$ cat config.mk
export PLATFORM = sky130hd
export DESIGN_NAME = bitmap_slot_alloc_ordered_insert_top_flat
export DESIGN_NICKNAME = d
export VERILOG_FILES = /design/src/hw/rtl/bsa_pkg.sv /design/src/hw/rtl/bsa_req_if.sv /design/src/hw/rtl/bsa_rsp_if.sv /design/src/hw/rtl/bsa_ctrl.sv /design/src/hw/rtl/bsa_datapath.sv /design/src/hw/rtl/bitmap_slot_alloc_ordered_insert_top.sv /design/src/flat_wrapper.sv
export SDC_FILE = /design/constraint.sdc
export NUM_CORES = 1
export LEC_CHECK = 0
export BUFFER_PORTS_ARGS = -buffer_cell sky130_fd_sc_hd__buf_2
export CORE_MARGIN = 2
export CORE_UTILIZATION = 40
export DETAILED_ROUTE_END_ITERATION = 12
export PLACE_DENSITY = 0.65
export SETUP_SLACK_MARGIN = 0.4
export SYNTH_ARGS = -nofsm -noshare
export SYNTH_HDL_FRONTEND = slang
export SYNTH_HIERARCHICAL = 1
export SYNTH_SLANG_ARGS = --single-unit
$ cat constraint.sdc
create_clock -name clk -period 6.1 [get_ports clk]
set_input_delay 1.22 -clock clk [delete_from_list [all_inputs] [get_ports clk]]
set_output_delay 1.22 -clock clk [all_outputs]
set_load 0.02 [all_outputs]
$ cat src/hw/rtl/bsa_pkg.sv
`default_nettype none

package bsa_pkg;

  localparam int SLOT_COUNT_DEF = 128;

  localparam int POS_W    = 7;
  localparam int SLOT_W   = 7;
  localparam int CNT_W    = 8;
  localparam int STATUS_W = 2;
  localparam int ENTRY_W  = 8;

  // free slot search runs over groups of this many bits
  localparam int GRP_W     = 16;
  localparam int GRP_IDX_W = 4;

  localparam logic [ENTRY_W-1:0] NULL_MARK = 8'hFF;
  localparam logic [CNT_W-1:0]   CNT_MAX   = 8'hFF;

  localparam logic [STATUS_W-1:0] ST_DONE  = 2'd0;
  localparam logic [STATUS_W-1:0] ST_RANGE = 2'd1;
  localparam logic [STATUS_W-1:0] ST_FULL  = 2'd2;

  localparam logic REQ_INSERT = 1'b0;
  localparam logic REQ_CLEAR  = 1'b1;

  typedef struct packed {
    logic load;
    logic commit;
  } cmd_t;

  typedef struct packed {
    logic out_hold;
  } stat_t;

endpackage

`default_nettype wire

$ cat src/hw/rtl/bsa_req_if.sv
`default_nettype none

interface bsa_req_if;
  logic                     valid;
  logic                     ready;
  logic                     req_type;
  logic [bsa_pkg::POS_W-1:0] position;

  modport source (output valid, output req_type, output position, input ready);
  modport sink   (input valid, input req_type, input position, output ready);
endinterface

`default_nettype wire

$ cat src/hw/rtl/bsa_rsp_if.sv
`default_nettype none

interface bsa_rsp_if;
  logic                        valid;
  logic                        ready;
  logic [bsa_pkg::STATUS_W-1:0] status;
  logic [bsa_pkg::SLOT_W-1:0]   slot;
  logic [bsa_pkg::CNT_W-1:0]    step_number;
  logic [bsa_pkg::CNT_W-1:0]    live_count;

  modport source (output valid, output status, output slot, output step_number,
                  output live_count, input ready);
  modport sink   (input valid, input status, input slot, input step_number,
                  input live_count, output ready);
endinterface

`default_nettype wire

$ cat src/hw/rtl/bsa_ctrl.sv
`default_nettype none

module bsa_ctrl (
  input  wire logic          clk,
  input  wire logic          rst,
  input  wire logic          in_valid,
  output logic               in_ready,
  output bsa_pkg::cmd_t      cmd,
  input  wire bsa_pkg::stat_t stat
);
  import bsa_pkg::*;

  typedef enum logic [1:0] {
    S_IDLE   = 2'b01,
    S_COMMIT = 2'b10
  } state_t;

  state_t state;
  state_t state_next;

  always_comb begin
    state_next = state;
    cmd        = '0;
    case (state)
      S_IDLE: begin
        if (in_valid) begin
          cmd.load   = 1'b1;
          state_next = S_COMMIT;
        end
      end
      S_COMMIT: begin
        // wait while the previous word still sits in the output register
        if (!stat.out_hold) begin
          cmd.commit = 1'b1;
          state_next = S_IDLE;
        end
      end
      default: begin
        state_next = S_IDLE;
      end
    endcase
  end

  assign in_ready = (state == S_IDLE);

  always_ff @(posedge clk) begin
    if (rst) begin
      state <= S_IDLE;
    end else begin
      state <= state_next;
    end
  end

endmodule

`default_nettype wire

$ cat src/hw/rtl/bsa_datapath.sv
`default_nettype none

module bsa_datapath #(
  parameter int SLOT_COUNT = bsa_pkg::SLOT_COUNT_DEF
) (
  input  wire logic                       clk,
  input  wire logic                       rst,
  input  wire bsa_pkg::cmd_t              cmd,
  output bsa_pkg::stat_t                  stat,
  input  wire logic                       in_req_type,
  input  wire logic [bsa_pkg::POS_W-1:0]  in_position,
  output logic                            out_valid,
  input  wire logic                       out_ready,
  output logic [bsa_pkg::STATUS_W-1:0]    out_status,
  output logic [bsa_pkg::SLOT_W-1:0]      out_slot,
  output logic [bsa_pkg::CNT_W-1:0]       out_step_number,
  output logic [bsa_pkg::CNT_W-1:0]       out_live_count
);
  import bsa_pkg::*;

  localparam int NGROUP = (SLOT_COUNT + GRP_W - 1) / GRP_W;
  localparam int SEL_W  = (NGROUP > 1) ? $clog2(NGROUP) : 1;
  localparam int IDX_W  = SEL_W + GRP_IDX_W;
  localparam int PAD_W  = NGROUP * GRP_W;

  logic                  req_type;
  logic [POS_W-1:0]      position;

  logic [SLOT_COUNT-1:0] used;
  logic [ENTRY_W-1:0]    tbl [SLOT_COUNT];
  logic [ENTRY_W-1:0]    tbl_prev [SLOT_COUNT];
  logic [CNT_W-1:0]      cnt;

  logic [PAD_W-1:0]      eff_map;
  logic [NGROUP-1:0]     grp_any;
  logic [GRP_IDX_W-1:0]  grp_idx [NGROUP];
  logic [NGROUP-1:0]     grp_any_next;
  logic [GRP_IDX_W-1:0]  grp_idx_next [NGROUP];

  logic                  found;
  logic [SEL_W-1:0]      sel;
  logic [IDX_W-1:0]      slot_idx;
  logic [ENTRY_W-1:0]    slot_ext;
  logic [CNT_W-1:0]      pos_ext;
  logic                  pos_bad;
  logic                  ins_ok;
  logic [CNT_W-1:0]      cnt_inc;
  logic [SLOT_COUNT-1:0] slot_oh;

  assign stat.out_hold = out_valid && !out_ready;

  always_ff @(posedge clk) begin
    if (cmd.load) begin
      req_type <= in_req_type;
      position <= in_position;
    end
  end

  // an empty list frees the whole bitmap; slots past the store read as used
  always_comb begin
    eff_map = '1;
    eff_map[SLOT_COUNT-1:0] = (cnt == '0) ? '0 : used;
  end

  // first search level: lowest free bit within each group, registered every cycle
  always_comb begin
    for (int g = 0; g < NGROUP; g++) begin
      grp_any_next[g] = 1'b0;
      grp_idx_next[g] = '0;
      for (int b = GRP_W - 1; b >= 0; b--) begin
        if (!eff_map[g*GRP_W + b]) begin
          grp_any_next[g] = 1'b1;
          grp_idx_next[g] = GRP_IDX_W'(b);
        end
      end
    end
  end

  always_ff @(posedge clk) begin
    grp_any <= grp_any_next;
    for (int g = 0; g < NGROUP; g++) begin
      grp_idx[g] <= grp_idx_next[g];
    end
  end

  // second level: lowest group with a free bit
  always_comb begin
    found = 1'b0;
    sel   = '0;
    for (int g = NGROUP - 1; g >= 0; g--) begin
      if (grp_any[g]) begin
        found = 1'b1;
        sel   = SEL_W'(g);
      end
    end
  end

  assign slot_idx = {sel, grp_idx[sel]};
  assign slot_ext = ENTRY_W'(slot_idx);
  assign pos_ext  = CNT_W'(position);
  assign pos_bad  = (pos_ext >= CNT_W'(SLOT_COUNT));
  assign ins_ok   = cmd.commit && (req_type == REQ_INSERT) && !pos_bad && found;
  assign cnt_inc  = (cnt == CNT_MAX) ? cnt : cnt + CNT_W'(1);

  always_comb begin
    for (int i = 0; i < SLOT_COUNT; i++) begin
      slot_oh[i] = (slot_idx == IDX_W'(i));
    end
  end

  generate
    for (genvar gi = 0; gi < SLOT_COUNT; gi++) begin : g_prev
      if (gi == 0) begin : g_first
        assign tbl_prev[gi] = NULL_MARK;
      end else begin : g_rest
        assign tbl_prev[gi] = tbl[gi-1];
      end
    end
  endgenerate

  // list state: bitmap, order table, count
  always_ff @(posedge clk) begin
    if (rst) begin
      used <= '0;
      cnt  <= '0;
      for (int i = 0; i < SLOT_COUNT; i++) begin
        tbl[i] <= NULL_MARK;
      end
    end else if (cmd.commit && (req_type == REQ_CLEAR)) begin
      used <= '0;
      cnt  <= '0;
      for (int i = 0; i < SLOT_COUNT; i++) begin
        tbl[i] <= NULL_MARK;
      end
    end else if (ins_ok) begin
      used <= ((cnt == '0) ? '0 : used) | slot_oh;
      cnt  <= cnt_inc;
      // entries from position up to the count move up one place
      for (int i = 0; i < SLOT_COUNT; i++) begin
        if (CNT_W'(i) == pos_ext) begin
          tbl[i] <= slot_ext;
        end else if ((CNT_W'(i) > pos_ext) && (CNT_W'(i) <= cnt)) begin
          tbl[i] <= tbl_prev[i];
        end
      end
    end
  end

  always_ff @(posedge clk) begin
    if (rst) begin
      out_valid <= 1'b0;
    end else if (cmd.commit) begin
      out_valid <= 1'b1;
    end else if (out_ready) begin
      out_valid <= 1'b0;
    end
  end

  always_ff @(posedge clk) begin
    if (cmd.commit) begin
      if (req_type == REQ_CLEAR) begin
        out_status      <= ST_DONE;
        out_slot        <= '0;
        out_step_number <= '0;
        out_live_count  <= '0;
      end else if (pos_bad) begin
        out_status      <= ST_RANGE;
        out_slot        <= '0;
        out_step_number <= '0;
        out_live_count  <= cnt;
      end else if (!found) begin
        out_status      <= ST_FULL;
        out_slot        <= '0;
        out_step_number <= '0;
        out_live_count  <= cnt;
      end else begin
        out_status      <= ST_DONE;
        out_slot        <= slot_ext[SLOT_W-1:0];
        out_step_number <= pos_ext + CNT_W'(1);
        out_live_count  <= cnt_inc;
      end
    end
  end

endmodule

`default_nettype wire

$ cat src/hw/rtl/bitmap_slot_alloc_ordered_insert_top.sv
// Step slot allocator with an ordered position table.
//
// Channel req (sink): req_type 0 inserts a step at position, 1 clears all
// slots, the order table and the count. Channel rsp (source): one word per
// request with status (done, position out of range, no free slot), the
// claimed slot, the step number and the live count after the request.
//
// Timing: an accepted request is taken into the input register and resolved in
// the commit state, where its response word is loaded into the output register;
// the commit waits while a held word still sits there. req.ready drops while a
// request is resolved, so no new request is taken before it. The lowest free slot comes from a two level
// search, a per-group find registered every cycle and a group select in the
// resolve cycle; the table shift is done in parallel on all entries.
//
// Reset: all slots free, table entries at the null marker, count zero;
// req.ready is high in the first cycle after reset.
// Stall: while rsp.ready is low the response word holds; one more request
// may be accepted, but it is not resolved until the held word is taken.
`default_nettype none

module bitmap_slot_alloc_ordered_insert_top #(
  parameter int SLOT_COUNT = bsa_pkg::SLOT_COUNT_DEF
) (
  input  wire logic clk,
  input  wire logic rst,
  bsa_req_if.sink   req,
  bsa_rsp_if.source rsp
);
  import bsa_pkg::*;

  cmd_t  cmd;
  stat_t stat;

  bsa_ctrl u_ctrl (
    .clk      (clk),
    .rst      (rst),
    .in_valid (req.valid),
    .in_ready (req.ready),
    .cmd      (cmd),
    .stat     (stat)
  );

  bsa_datapath #(
    .SLOT_COUNT (SLOT_COUNT)
  ) u_datapath (
    .clk             (clk),
    .rst             (rst),
    .cmd             (cmd),
    .stat            (stat),
    .in_req_type     (req.req_type),
    .in_position     (req.position),
    .out_valid       (rsp.valid),
    .out_ready       (rsp.ready),
    .out_status      (rsp.status),
    .out_slot        (rsp.slot),
    .out_step_number (rsp.step_number),
    .out_live_count  (rsp.live_count)
  );

endmodule

`default_nettype wire

$ cat src/flat_wrapper.sv
// flat-port wrapper written by rule: the top's interface ports become plain ports
module bitmap_slot_alloc_ordered_insert_top_flat import bsa_pkg::*;
#(
  parameter int SLOT_COUNT = bsa_pkg::SLOT_COUNT_DEF
)
  (clk, rst, req_valid, req_req_type, req_position, req_ready, rsp_valid, rsp_status, rsp_slot, rsp_step_number, rsp_live_count, rsp_ready);
  bsa_req_if req_i ();
  bsa_rsp_if rsp_i ();
  input  wire logic clk;
  input  wire logic rst;
  input wire logic [$bits(req_i.valid)-1:0] req_valid;
  input wire logic [$bits(req_i.req_type)-1:0] req_req_type;
  input wire logic [$bits(req_i.position)-1:0] req_position;
  output wire logic [$bits(req_i.ready)-1:0] req_ready;
  output wire logic [$bits(rsp_i.valid)-1:0] rsp_valid;
  output wire logic [$bits(rsp_i.status)-1:0] rsp_status;
  output wire logic [$bits(rsp_i.slot)-1:0] rsp_slot;
  output wire logic [$bits(rsp_i.step_number)-1:0] rsp_step_number;
  output wire logic [$bits(rsp_i.live_count)-1:0] rsp_live_count;
  input wire logic [$bits(rsp_i.ready)-1:0] rsp_ready;
  assign req_i.valid = req_valid;
  assign req_i.req_type = req_req_type;
  assign req_i.position = req_position;
  assign req_ready = req_i.ready;
  assign rsp_valid = rsp_i.valid;
  assign rsp_status = rsp_i.status;
  assign rsp_slot = rsp_i.slot;
  assign rsp_step_number = rsp_i.step_number;
  assign rsp_live_count = rsp_i.live_count;
  assign rsp_i.ready = rsp_ready;
  bitmap_slot_alloc_ordered_insert_top #(.SLOT_COUNT(SLOT_COUNT)) u_core (.clk(clk), .rst(rst), .req(req_i), .rsp(rsp_i));
endmodule
==> results of run 1 <==
[cells by family (layout without fill, tap and decap cells)]
group	count (synthesis)	in the layout	synth area share
simple gates	360	360	0.188
compound gates	273	273	0.251
buf+inv	80	116	0.0394
mux	9	9	0.0100
flops	211	211	0.498
fa+ha+maj	3	3	0.00412
other cells	1	1	0.000411
xor+xnor	9	9	0.00864
[worst register-to-register path, cell delays in order (launching register included)]
cell and delay, ps:
dfxtp_1 490, nor2_1 90, a221o_1 540, a21o_1 380
a221o_1 420, o22ai_4 310, a21o_1 950, o21ai_0 230
[synth_stat cells, types with 4 or more instances]
library cell	number
nand3_1	32
a221o_1	4
o41ai_1	7
edfxtp_1	32
nor2b_1	23
nand2_1	147
a22o_1	36
o41ai_2	41
buf_6	4
a31oi_1	20
buf_4	4
nor3b_1	4
o21ai_0	68
buf_2	10
xnor2_1	5
or2_2	4
a21o_1	7
inv_1	30
nor2_1	56
a21boi_0	17
dfxtp_1	179
nand4_1	18
and3_1	4
a32o_1	4
nand2b_1	7
clkbuf_1	30
a311oi_1	11
o211ai_1	10
xor2_1	4
mux2i_1	8
nor4_1	10
nand3b_1	6
a21oi_1	24
nor3_1	31
a211oi_1	4
[power by group]
| part | total, mW | internal [mW] | switching, mW |
|---|---|---|---|
| Sequential | 1.42 | 1.42 | 0.00557 |
| Combinational | 0.0476 | 0.0123 | 0.0353 |
| Clock | 1.36 | 0.822 | 0.534 |
[layout make-up]
cell class / instances / area (um^2) / share of cell area
sequential: 211 / 4540 / 0.444
tap: 285 / 357 / 0.0348
multi-input combinational: 655 / 4230 / 0.413
clock inverter: 7 / 87.6 / 0.00855
inverter: 31 / 116 / 0.0114
timing repair buffer: 47 / 260 / 0.0254
clock buffer: 31 / 647 / 0.0632
[worst min-delay path by stage]
stage / from / end / depth (start not counted) / slack [ps]
after floorplan: u_core/u_datapath/used[26]$_SDFFE_PP0P_ / u_core/u_datapath/used[26]$_SDFFE_PP0P_ / 2 / 440
after global placement: u_core/u_datapath/used[26]$_SDFFE_PP0P_ / u_core/u_datapath/used[26]$_SDFFE_PP0P_ / 2 / 450
after detailed placement: u_core/u_datapath/used[26]$_SDFFE_PP0P_ / u_core/u_datapath/used[26]$_SDFFE_PP0P_ / 2 / 460
after CTS: u_core/u_datapath/used[32]$_SDFFE_PP0P_ / u_core/u_datapath/grp_idx[2][1]$_SDFF_PN0_ / 2 / 470
after global routing: u_core/u_datapath/used[16]$_SDFFE_PP0P_ / u_core/u_datapath/grp_idx[1][0]$_SDFF_PN0_ / 2 / 490
final: u_core/u_datapath/used[32]$_SDFFE_PP0P_ / u_core/u_datapath/grp_idx[2][1]$_SDFF_PN0_ / 2 / 470
[through the flow]
step                instance area (um^2)  hold WS [ps]  cells  power, mW
floorplan                           9120           435    946       1.49
global placement                    9510           454   1229       1.50
detailed placement                  9510           457   1229       1.50
CTS                                10200           471   1267       2.85
global route                       10200           493   1267       2.91
finish                             10200           472   1267       2.83
[flip-flops by register name (all words and copies together) (netlist names)]
register / flops
u_core/u_datapath/req_type: 1
u_core/u_datapath/cnt: 8
u_core/u_datapath/out_valid: 1
u_core/u_datapath/out_status: 1
u_core/u_datapath/grp_any: 8
u_core/u_datapath/out_slot: 7
u_core/u_datapath/used: 128
u_core/u_datapath/position: 7
u_core/u_datapath/out_step_number: 8
u_core/u_datapath/grp_idx: 32
u_core/u_datapath/out_live_count: 8
u_core/u_ctrl/state: 2
[layer usage]
metal  share of wire  vias up  track usage
li1                -     3543            -
met1            0.48     3394        0.256
met2            0.43      197        0.278
met3           0.057       46       0.0306
met4           0.034        0       0.0692
met5               0        -            0
==> out/qor.csv, run 1 <==
stage,metric,value,unit
status,status,completed,
grt,antenna_found_initial,0,
setup_path,critPathMaxFanout,22,
sta,fin_crit,3590,ps
setup_path,cp.required,6430,ps
sta,max_freq,0.278,GHz
setup_path,path_cells,nor2_1 -> a221o_1 -> a21o_1 -> a221o_1 -> o22ai_4 -> a21o_1 -> o21ai_0,
placed_design,post-place-ws,2300,ps
clocking,cts_hold_buffers,0,
layout,num_antenna_cells,0,
synthesis,syn_nets,961,
clocking,clk_latency,510,ps
sta,fin_crit_sh,0.589,
setup_path,r2r_cells,7,
route,wl,22200,um
route,vias_per_cell,5.67,
layout,area_growth,12.3,%
placed_design,place.gp.congestion,0.850,
setup_path,arrival,3920,ps
pwr,p_per_area,276,nW/um^2
sta,hold_violations,0,
layout,n_fill_cell,2101,
setup_path,reg2reg_from,u_core/u_datapath/grp_any[3]$_SDFF_PN1_,
setup_path,rrSetupSlack,2510,ps
sta,worstMarginPinSlew,1230,ps
synthesis,synth.distinct_cells,68,
sta,fin_skew,16.2,ps
synthesis,async_reset_ff_frac,0,
setup_path,startpoint,u_core/u_datapath/grp_any[3]$_SDFF_PN1_,
floorplan,dieArea,24000,um^2
synthesis,ys_seq_area_frac,0.498,
clocking,cts_resized,0,
route,post_drt_wl_per_cell,17.5,um
floorplan,start_util,0.405,
synthesis,synthTopCellsByArea,"dfxtp_1 (39%), edfxtp_1 (11%), o41ai_2 (7.3%)",
setup_path,crit_type,reg -> reg,
pwr,p_leak,3.52,nW
clocking,postCtsSetupRepairBufs,0,
synthesis,syn_area,9120,um^2
route,dr_total_vias,7180,
layout,final_nets,983,
hold_path,hold_path.class,reg -> reg,
clocking,numCtsBuffers,22,
layout,final_cell_mix,"dfxtp_1 (179), nand2_1 (147), o21ai_0 (68), nor2_1 (55), o41ai_2 (41)",
grt,grt_overflow,0,
sta,rsz0062_at_grt,false,
synthesis,avgSynthCellArea,9.64,um^2
sta,fin_tns_setup,0,ps
grt,grt_pass1_vias,6566,
sta,layout_setup_ws,2510,ps
synthesis,yosysWarnings,6,
floorplan,die_height,155,um
setup_path,cp.depth,7,
setup_path,crit_path_end,u_core/u_datapath/used[10]$_SDFFE_PP0P_,
floorplan,pin_count,39,
clocking,cts_tree,yes,
clocking,clkSlewWorstSetupHoldPaths,60,ps
placed_design,dp_hpwl,14400,um
synthesis,synth_cells,946,
floorplan,die_x,155,um
placed_design,numPortBuffers,37,
layout,mostFrequentLayoutCell,dfxtp_1,
sta,slew_viol_final,0,
pwr,peakVddDrop,0.148,mV
setup_path,cp-start-kind,register,
synthesis,synth_edf_count,32,
sta,final-setup-viol-count,0,
route,ant_nets,0,
sta,maxSlewHeadroom,0.182,
clocking,cts_root_buffer,clkbuf_16,
run,max_cap_viol_count,0,
synthesis,synth-main-ff-cell,dfxtp_1,
synthesis,synth_top_area_frac,0.393,
grt,grt_use_total,0.181,
setup_path,end_kind,register,
route,drt-pass1-iter-count,5,
layout,drive_gt1_frac,0.148,
synthesis,yosysTopAreaCell,dfxtp_1,
setup_path,cpMaxStageDelayCell,a21o_1,
route,drtIter0Drc,601,
setup_path,crit_buf_inv,0,
route,drc,0,
synthesis,ys_seq_elements,211,
floorplan,core.rowCount,55,
setup_path,cp_top_family,compound AO/OA/AOI/OAI gates,
floorplan,core,22500,um^2
grt,grt_max_degree,74,
setup_path,r2r_end,u_core/u_datapath/used[10]$_SDFFE_PP0P_,
clocking,htreeDepth,1,
setup_path,max_stage_delay,950,ps
grt,grt_first_pass_wirelength,35300,um
layout,final_util,0.455,
clocking,clock_tree.buffer_depth,3,
clocking,cts_num_sinks,211,
(Power assumes the default switching activity.)
==> run 2, diff against run 1 <==
--- a/config.mk
+++ b/config.mk
@@ -9,7 +9,7 @@
 export CORE_MARGIN = 2
 export CORE_UTILIZATION = 40
 export DETAILED_ROUTE_END_ITERATION = 12
-export PLACE_DENSITY = 0.65
+export PLACE_DENSITY = 0.67
 export SETUP_SLACK_MARGIN = 0.4
 export SYNTH_ARGS = -nofsm -noshare
 export SYNTH_HDL_FRONTEND = slang
==> constraint.sdc (replaced) <==
create_clock -name clk -period 3.2 [get_ports clk]
set_input_delay 0.64 -clock clk [delete_from_list [all_inputs] [get_ports clk]]
set_output_delay 0.64 -clock clk [all_outputs]
set_load 0.02 [all_outputs]
==> out/qor.csv, run 2 (same netlist as run 1, synthesis figures left out) <==
stage,metric,value,unit
clocking,cts_num_sinks,211,
clocking,cts_root_buffer,clkbuf_16,
placed_design,dp_hpwl,15400,um
hold_path,hold_path.class,in -> reg,
grt,grt_max_degree,39,
sta,hold_ws,301,ps
grt,grt_use_total,0.186,
setup_path,end_kind,register,
layout,top_register,u_core/u_datapath/used,
sta,maxSlewHeadroom,0.608,
floorplan,dieArea,24000,um^2
route,drt-pass1-iter-count,5,
grt,grt_overflow,0,
layout,seqCellArea,4550,um^2
pwr,p_per_area,490,nW/um^2
layout,num_antenna_cells,0,
route,ant_nets,0,
layout,final_util,0.487,
placed_design,place.gp.congestion,0.877,
layout,final_nets,1035,
layout,final_cells,1319,
floorplan,die_x,155,um
setup_path,arrival,3220,ps
sta,fin_crit,2810,ps
placed_design,numPortBuffers,37,
sta,max_freq,0.356,GHz
sta,fin_skew,8.75,ps
layout,drive_gt1_frac,0.218,
clocking,numCtsBuffers,23,
grt,grt_first_pass_wirelength,36200,um
sta,layout_setup_ws,391,ps
layout,mostFrequentLayoutCell,dfxtp_1,
sta,rsz0062_at_grt,true,
clocking,clock_tree.buffer_depth,3,
pwr,finalPower,5.37,mW
route,post_drt_wl_per_cell,18.4,um
layout,largest_reg_flops,128,
route,dr_total_vias,7601,
run,max_cap_viol_count,0,
floorplan,die_height,155,um
sta,worstMarginPinSlew,584,ps
route,vias_per_cell,5.76,
clocking,clk_latency,510,ps
floorplan,pin_count,39,
route,wl,24300,um
setup_path,cp-start-kind,register,
route,drc,0,
sta,final-setup-viol-count,0,
pwr,peakVddDrop,0.311,mV
setup_path,crit_type,reg -> reg,
route,drtIter0Drc,692,
setup_path,cp.required,3610,ps
sta,hold_violations,0,
placed_design,place_inst,1255,
sta,fin_crit_sh,0.878,
clocking,clkSlewWorstSetupHoldPaths,60,ps
pwr,p_leak,3.86,nW
setup_path,critPathMaxFanout,6,
placed_design,place_area,9790,um^2
layout,top_regs,"u_core/u_datapath/used (128), u_core/u_datapath/grp_idx (32)",
clocking,htreeDepth,1,
clocking,cts_tree,yes,
floorplan,start_util,0.405,
status,status,completed,
sta,fin_tns_setup,0,ps
placed_design,post-place-ws,297,ps
layout,area_growth,20.3,%
layout,multi_input_area,4480,um^2
grt,antenna_found_initial,0,
layout,final_cell_mix,"dfxtp_1 (174), nand2_1 (146), o21ai_0 (68), nor2_1 (53), buf_4 (46)",
floorplan,core,22500,um^2
layout,n_fill_cell,2028,
sta,slew_viol_final,0,
floorplan,core.rowCount,55,
grt,grt_pass1_vias,6865,
layout,final_area,11000,um^2
[run 2: changes by cell type in the layout (fill, tap and decap cells not counted), moves of 3 or more]
cell	delta
buf_6	+3
o41ai_1	-3
dfxtp_2	+4
dfxtp_1	-5
buf_12	+6
buf_4	+36
or2_4	+3
clkinv_1	+4
[run 2: final cells by class]
class	instances	area share
timing repair buffer	94	0.0670
sequential	211	0.415
inverter	31	0.0106
clock inverter	9	0.00616
multi-input combinational	659	0.409
clock buffer	30	0.0596
tap	285	0.0325
[run 2: critical path: stages (launching register included)]
cell and delay [ps]:
dfxtp_2 340, or2_4 280, a2111oi_4 400, a21o_1 220, a221o_1 260, o22ai_2 190, buf_4 170, or3_4 490
o41ai_2 370
[run 2: path summary, 6_finish.rpt]
kind | slack [ps] | from | depth (start not counted) | endpoint
worst max-delay path | 390 | u_core/u_datapath/grp_any[6]$_SDFF_PN1_ | 8 | u_core/u_datapath/used[62]$_SDFFE_PP0P_
worst min-delay path | 300 | req_position[6] | 1 | u_core/u_datapath/position[6]$_DFFE_PP_
worst max register to register | 390 | u_core/u_datapath/grp_any[6]$_SDFF_PN1_ | 8 | u_core/u_datapath/used[62]$_SDFFE_PP0P_
worst min register to register | 470 | u_core/u_datapath/used[0]$_SDFFE_PP0P_ | 2 | u_core/u_datapath/grp_idx[0][1]$_SDFF_PN0_
[run 2: timing repair]
action / 4_1_cts / 5_1_grt
hold buffers: 0 / 0
endpoints found under the setup margin: 59 / 124
buffers inserted: 1 / 18
gates cloned: 0 / 6
gates resized for setup: 5 / 44
endpoints found under the hold margin: 0 / 0
pin swaps: 3 / 15
[run 2: report_power, final]
part	switching [mW]	total (mW)	internal (mW)	leakage (nW)
Sequential	0.0124	2.72	2.70	1.73
Combinational	0.0697	0.102	0.0324	1.78
Clock	1.05	2.55	1.50	0.353
Total	1.13	5.37	4.24	3.86
[run 2: layer usage]
metal | global-route usage | wire (um) | up-vias
li1 | - | - | 3658
met1 | 0.254 | 11200 | 3646
met2 | 0.296 | 10900 | 250
met3 | 0.0306 | 1480 | 47
met4 | 0.0754 | 749 | 0
met5 | 0 | 0 | -
